`src/sv/tlpq_ram.sv`:
```
// Generic single-write, single-read RAM with registered read data.
module tlpq_ram #(
    parameter int WIDTH = 8,
    parameter int DEPTH = 16,
    localparam int AW   = (DEPTH > 1) ? $clog2(DEPTH) : 1
) (
    input  logic             aclk,
    input  logic             wr_en,
    input  logic [AW-1:0]    wr_addr,
    input  logic [WIDTH-1:0] wr_data,
    input  logic [AW-1:0]    rd_addr,
    output logic [WIDTH-1:0] rd_data
);

    logic [WIDTH-1:0] mem [DEPTH];

    // Write port
    always_ff @(posedge aclk) begin
        if (wr_en) begin
            mem[wr_addr] <= wr_data;
        end
    end

    // Registered read port
    always_ff @(posedge aclk) begin
        rd_data <= mem[rd_addr];
    end

endmodule

```
`config.mk`:
```
export PLATFORM = sky130hd
export DESIGN_NAME = tlpq_ram
export DESIGN_NICKNAME = d
export VERILOG_FILES = /design/src/sv/tlpq_ram.sv
export SDC_FILE = /design/constraint.sdc
export NUM_CORES = 1
export LEC_CHECK = 0
export BUFFER_PORTS_ARGS = -buffer_cell sky130_fd_sc_hd__buf_2
export CAP_MARGIN = 20
export CORE_UTILIZATION = 50
export CTS_CLUSTER_SIZE = 40
export DETAILED_ROUTE_END_ITERATION = 10
export GPL_ROUTABILITY_DRIVEN = 1
export PLACE_DENSITY = 0.67
export SLEW_MARGIN = 20
export SYNTH_ARGS = -nofsm -noshare
export SYNTH_HDL_FRONTEND = slang
export SYNTH_SLANG_ARGS = --single-unit
export TNS_END_PERCENT = 30
```
`constraint.sdc`:
```
create_clock -name aclk -period 5.3 [get_ports aclk]
set_input_delay 1.59 -clock aclk [delete_from_list [all_inputs] [get_ports aclk]]
set_output_delay 1.59 -clock aclk [all_outputs]
set_load 0.05 [all_outputs]
```
# Yosys cells after proc, flatten, opt, wreduce, memory -nomap -nowiden
# Memory sizes are Yosys's and may differ from the RTL's. A register that Yosys moved wholly into a read port is not among the register bits.
# Cells that the tools add are included.
# totals
mem_bits_rw	128
inputBits	18
n_memories	1
register_bits	0
elab_cells	3
# classes
mux	2
# mem_list
name	depth	word_bits	rd	rd_clocked_by_memory_dff	write_ports	line_no	source
mem	16	8	1	1	1	15	logic [WIDTH-1:0] mem [DEPTH];
# op_table
cell	count
$mux W1	2

# Logic depth before layout (Yosys ltp)
# Gate-level depths: netlist of run 1.
# depth
ltp_word	2
depth_mapped	5
ltp_nobuf	3

# Least setup slack after synthesis of run 1
# Ideal clock, no wire load.
# synth_timing
path_type	in2reg
start	input wr_addr[2]
end	memory mem[0][0] (enable)
required_ns	4.917
setup_slack_ns	2.217
setup_ns	0.383
stages	2
t_arrival_ns	2.700
path_cell_list	or3b_2 -> nor3_1
# synth_rtl
element	line_no	source
start, declared	9	input logic [AW-1:0] wr_addr,
end, declared	15	
# No word-level cell before the write port.

==> impl_metrics.csv, run 1 <==
group,metric,value,unit
timing,rsz0062_at_grt,"no",
drt,num_vias,2354,
timing,period_needed,3.02,ns
pwr,ir_worst_vdd,0.240,mV
yosys,yosys-mux-area-fraction,0.150,
grt,grt_pass1_vias,2377,
critical_path,cp_slowest_stage_delay,0.60,ns
floorplanning,rows,36,
yosys,synth_flop_cell,"edfxtp_1",
timing,period_share,0.569,
grt,grt_max_degree,33,
critical_path,end_kind,"flip-flop",
yosys,yosysTopAreaCell,"edfxtp_1",
timing,tightest_slew,0.909,ns
cts,cts_made_buffers,17,
cts,cts_setup_buffers,0,
yosys,synth_cell_type_count,19,
floorplanning,dieHeight,103,um
cts,cts_resized,0,
floorplanning,die-area,0.0107,mm^2
worst_hold_path,min_path_type,"reg2reg",
critical_path,crit_arrival,3.41,ns
drt,vias_per_cell,5.71,
critical_path,critPathRequiredTime,5.69,ns
yosys,synthTopCellsByArea,"edfxtp_1 (75%), mux4_2 (7.9%), mux4_1 (7.1%), dfxtp_1 (3.1%), a22oi_1 (2.3%)",
timing,setup_ws,2.28,ns
yosys,synth_fa_ha_area_frac,0,
yosys,synth_edf_count,128,
yosys,synthXorXnorAreaFrac,0,
yosys,synth_most_common_cell,"edfxtp_1",
timing,finalSetupTns,0,ns
floorplanning,die_x,103,um
critical_path,cp_max_fo,17,
drt,drt_wl_total,9550,um
final_layout,synthToLayoutAreaGrowth,16.2,%
final_layout,drive_above_1_share,0.283,
critical_path,cp_slowest_cell,"mux4_1",
cts,clk-insertion-delay-late,0.51,ns
yosys,synth_warnings,0,
pwr,p_per_area,417,mW/mm^2
cts,clockBufferDepth,2,
drt,dr.first_iter.drc_count,178,
yosys,syn_nets,247,
yosys,synth_common_cells,"edfxtp_1 (128), mux4_2 (18), a22oi_1 (16)",
yosys,synth-seq-cells,136,
cts,cts_max_level,4,
grt,track_usage,0.199,
critical_path,crit_chain,"buf_2, buf_4, mux4_1, a22oi_1, nand2_1",
yosys,synth_compound_area_frac,0.0233,
cts,ctsRootBufferMaster,"clkbuf_8",
placed_design,portBuffers,25,
final_layout,final_nets,284,
placed_design,dp_hpwl,5880,um
pwr,power_leakage,1.99,nW
timing,slew_headroom,0.392,
final_layout,n_antenna_cell,0,
placed_design,gp_congestion,0.722,
yosys,syn_inst,229,
cts,clk_pin_slew,0.06,ns
yosys,avgSynthCellArea,22.5,um^2
grt,antenna_found_initial,0,
timing,timing.fmax,0.331,GHz
cts,cts.sinks,136,
drt,wl_per_cell,23.2,um
critical_path,startpoint_type,"primary input",
cts,cts_hold_buffers,0,
yosys,synthSimpleGateAreaFrac,0.0318,
placed_design,place_ws,1.72,ns
drt,drcViolationCount,0,
drt,ant_nets,0,
yosys,syn_area,0.00515,mm^2
timing,maxSlewViolCount,0,
outcome,status,"finished, final reports clean",
yosys,seq_area_frac_synth,0.778,
timing,setup_viol,0,
yosys,synth_top_family_by_area,"multiplexers",
critical_path,setup.worst_path.class,"in2reg",
drt,dr.pass1.iters,4,
floorplanning,ios,26,
flow_run,maxCapViolations,0,
final_layout,nFillCells,687,
floorplanning,start_util,0.522,
timing,hold_viol,0,
cts,cts_tree,"built",
timing,clock-skew-final,0.0121,ns
yosys,synthArstFlopShare,0,
yosys,yosysTopAreaCellShare,0.747,
grt,grt_overflow,0,
floorplanning,core_area,0.00986,mm^2
grt,grt_pass1_wl,14000,um
-- critical path, delay by kind of cell --
kind	cells	cell delay, ns
multiplexers	1	0.60
buffers and inverters	2	0.87
AO/OA/AOI/OAI	1	0.26
AND/OR/NAND/NOR	1	0.08
-- power by group --
part	leakage, nW	switching, mW	total [mW]	internal, mW
registers	1.22	0.00719	1.21	1.20
logic	0.488	0.0860	0.130	0.0436
clock network	0.280	0.416	1.16	0.740
total	1.99	0.509	2.50	1.99
-- through the flow --
| step | power (mW) | cells | hold WS [ns] | util | instance area (um^2) |
|---|---|---|---|---|---|
| detailed placement | 1.36 | 380 | 0.664 | 0.546 | 5390 |
| global placement | 1.36 | 380 | 0.652 | 0.545 | 5380 |
| CTS | 2.51 | 412 | 0.679 | 0.606 | 5980 |
| floorplan | 1.32 | 229 | 0.629 | - | 5150 |
| global route | 2.57 | 412 | 0.706 | 0.606 | 5980 |
| finish | 2.50 | 412 | 0.679 | 0.606 | 5980 |
-- layout by cell type, fill, tap and decap left out --
cell type,netlist,routed
nand2b_1,2,2
nor2b_1,1,1
clkbuf_1,0,2
nor3_1,4,2
buf_2,3,25
and2b_1,1,1
bufinv_16,0,3
dfxtp_1,8,8
nand3_1,1,1
clkbuf_16,0,16
mux4_1,14,14
mux4_2,18,18
or3b_2,1,1
clkinvlp_4,0,4
a22oi_1,16,16
edfxtp_1,128,128
nor2_1,13,13
nor3_2,0,2
buf_4,1,3
nand2_1,9,9
clkinv_2,0,2
clkinv_4,0,2
clkbuf_8,0,3
and2_1,1,1
nand3b_1,2,2
-- per-layer routing --
metal | up-vias | routed length [um] | track usage
met5 | - | 0 | 0
met4 | 0 | 153 | 0.0845
met3 | 13 | 688 | 0.0504
met2 | 91 | 4740 | 0.296
met1 | 1201 | 3970 | 0.283
li1 | 1049 | - | -
-- flip-flops by register name, indices dropped and copies added (netlist names) --
name     count
rd_data      8
mem        128
-- final timing paths --
kind / slack, ns / startpoint / endpoint / cells after the start
worst max-delay path: 2.28 / rd_addr[0] / rd_data[2] / 5
worst min register to register: 0.68 / mem[14][7] / rd_data[7] / 3
worst max register to register: 3.85 / mem[9][3] / rd_data[3] / 3
worst min-delay path: 0.68 / mem[14][7] / rd_data[7] / 3
-- kinds of logic after synthesis --
logic type	after synthesis
buffers and inverters	10
multiplexers	32
flip-flops	136
AND/OR/NAND/NOR	35
AO/OA/AOI/OAI	16
-- final cells by class --
class | instances | area, um^2 | share of cell area
multi-input combinational | 83 | 1070 | 0.178
sequential | 136 | 4000 | 0.669
timing repair buffer | 28 | 148 | 0.0247
clock buffer | 21 | 449 | 0.0751
tap | 133 | 166 | 0.0278
clock inverter | 11 | 148 | 0.0247
(Power assumes the default switching activity.)
==> run 2: changes to the inputs <==
clock period = 3 ns   (was 5.3 ns; I/O delays follow)
==> run 2 against run 1 <==
Against the previous run: total power increased by 76%; cell area increased by 1.8%; utilization increased by 1.1 points; setup slack got worse by 1.4 ns; count of clock-buffer cells in the layout decreased by 1; via count increased by 3.6%; sequential share of layout area decreased by 1.2 points; die area unchanged; combinational power increased by 82%; sequential cell count unchanged; non-clock buffer count increased by 15; hold slack got worse by 0.013 ns; critical path type is now reg2out; critical endpoint is now rd_data[2]; largest cell class unchanged; largest power group unchanged; highest routed layer unchanged.
==> impl_metrics.csv, run 2 (synthesis gave the netlist of run 1 again) <==
group,metric,value,unit
grt,met1_usage,0.299,
critical_path,crit_chain,"buf_2",
floorplanning,die_x,103,um
floorplanning,rows,36,
critical_path,worstSetupStartpoint,"rd_data[2]",
timing,slew_headroom,0.467,
drt,wl_per_cell,23.5,um
cts,clockBufferDepth,2,
final_layout,fin_area,0.00609,mm^2
placed_design,numPlacedInstances,395,
grt,met2_usage,0.312,
worst_hold_path,min_to,"rd_data[2]",
final_layout,drive_above_1_share,0.306,
cts,cts_max_level,4,
floorplanning,ios,26,
cts,cts_hold_buffers,0,
final_layout,final_util,0.617,
critical_path,reg2reg_slack,1.64,ns
worst_hold_path,min_path_type,"reg2reg",
grt,grt_overflow,0,
pwr,ir_worst_vdd,0.396,mV
grt,met3_usage,0.0679,
final_layout,synthToLayoutAreaGrowth,18.3,%
critical_path,cp_slowest_cell,"dfxtp_1",
outcome,status,"finished, final reports clean",
timing,clock-skew-final,0.00838,ns
worst_hold_path,whs_path_depth,3,
placed_design,dp_hpwl,6020,um
floorplanning,core_area,0.00986,mm^2
grt,grt_max_degree,33,
placed_design,place_area,0.00551,mm^2
cts,ctsRootBufferMaster,"clkbuf_8",
grt,antenna_found_initial,0,
timing,setup_ws,0.916,ns
critical_path,setup.worst_path.class,"reg2out",
critical_path,crit_arrival,1.18,ns
grt,grt_pass1_vias,2435,
flow_run,maxCapViolations,0,
timing,period_needed,2.08,ns
drt,drcViolationCount,0,
critical_path,critPathTopFamily,"flip-flops",
drt,dr.pass1.iters,5,
final_layout,reg.largest.list,"mem x128, rd_data x8",
floorplanning,dieHeight,103,um
final_layout,final_cells,427,
cts,cts_setup_buffers,0,
timing,finalSetupTns,0,ns
placed_design,place_ws,0.637,ns
critical_path,reg2regPathDepth,3,
pwr,p_per_area,720,mW/mm^2
final_layout,final_cell_mix,"edfxtp_1 (128), buf_2 (25), mux4_2 (18)",
critical_path,startpoint_type,"flip-flop",
final_layout,n_antenna_cell,0,
critical_path,cp_slowest_stage_delay,0.39,ns
cts,clk_pin_slew,0.06,ns
drt,ant_nets,0,
critical_path,critPathRequiredTime,2.10,ns
pwr,power_leakage,2.07,nW
floorplanning,die-area,0.0107,mm^2
drt,dr.first_iter.drc_count,204,
timing,setup_viol,0,
final_layout,largest_register_ffs,128,
cts,cts_tree,"built",
final_layout,final_nets,299,
timing,period_share,0.695,
drt,num_vias,2438,
cts,clk-insertion-delay-late,0.51,ns
placed_design,gp_congestion,0.733,
final_layout,regMostFlops,"mem",
worst_hold_path,holdCritStartpoint,"mem[15][2]",
pwr,power.total,4.39,mW
critical_path,cp_max_fo,1,
critical_path,rr_endpoint,"rd_data[3]",
drt,vias_per_cell,5.71,
floorplanning,start_util,0.522,
timing,maxSlewViolCount,0,
timing,rsz0062_at_grt,"no",
final_layout,mostFrequentLayoutCell,"edfxtp_1",
drt,drt_wl_total,10000,um
critical_path,timing.rr.start,"mem[1][3]",
cts,cts.sinks,136,
timing,timing.fmax,0.480,GHz
timing,hold_slack,0.666,ns
grt,track_usage,0.213,
timing,tightest_slew,0.798,ns
cts,cts_resized,0,
timing,hold_viol,0,
cts,cts_made_buffers,17,
placed_design,portBuffers,25,
critical_path,end_kind,"output port",
grt,top_usage_layer,"met2",
critical_path,path_buf_inv,1,
final_layout,nFillCells,652,
grt,grt_pass1_wl,14900,um
[run 2: cell count changes in the layout (fill, tap and decap cells not counted), sizes merged]
cell,previous run,this run
buf,28,43
clkinv,4,6
clkbuf,21,20
clkinvlp,4,3
[run 2: per-layer routing]
metal  routed length, um  vias to the layer above
met5                   0                        -
met4                  66                        0
met3                 763                        4
met2                4970                      110
met1                4240                     1245
li1                    -                     1079
[run 2: power by group]
part	switching [mW]	total, mW	internal [mW]
sequential	0.0139	2.14	2.12
combinational	0.151	0.236	0.0848
clock	0.749	2.01	1.26
total	0.914	4.39	3.47
[run 2: tightest hold or removal path, stage by stage, from the launching register on]
cell	delay [ns]
edfxtp_1	0.31
mux4_2	0.22
a22oi_1	0.05
nand2_1	0.05
[run 2: cell type report]
cell class	count	area [um^2]	share of cell area
Clock inverter	12	153	0.0251
Sequential cell	136	4000	0.657
Multi-Input combinational cell	83	1060	0.174
Tap cell	133	166	0.0273
Timing Repair Buffer	43	285	0.0468
Clock buffer	20	425	0.0698
[run 2: how the worst max path moves through the flow]
stage	cells past startpoint	slack, ns	endpoint
floorplan	2	0.61	mem[0][0]
detailed placement	5	0.64	rd_data[3]
finish	1	0.92	rd_data[2]
CTS	1	0.89	rd_data[2]
global route	1	0.87	rd_data[2]
global placement	5	0.64	rd_data[3]
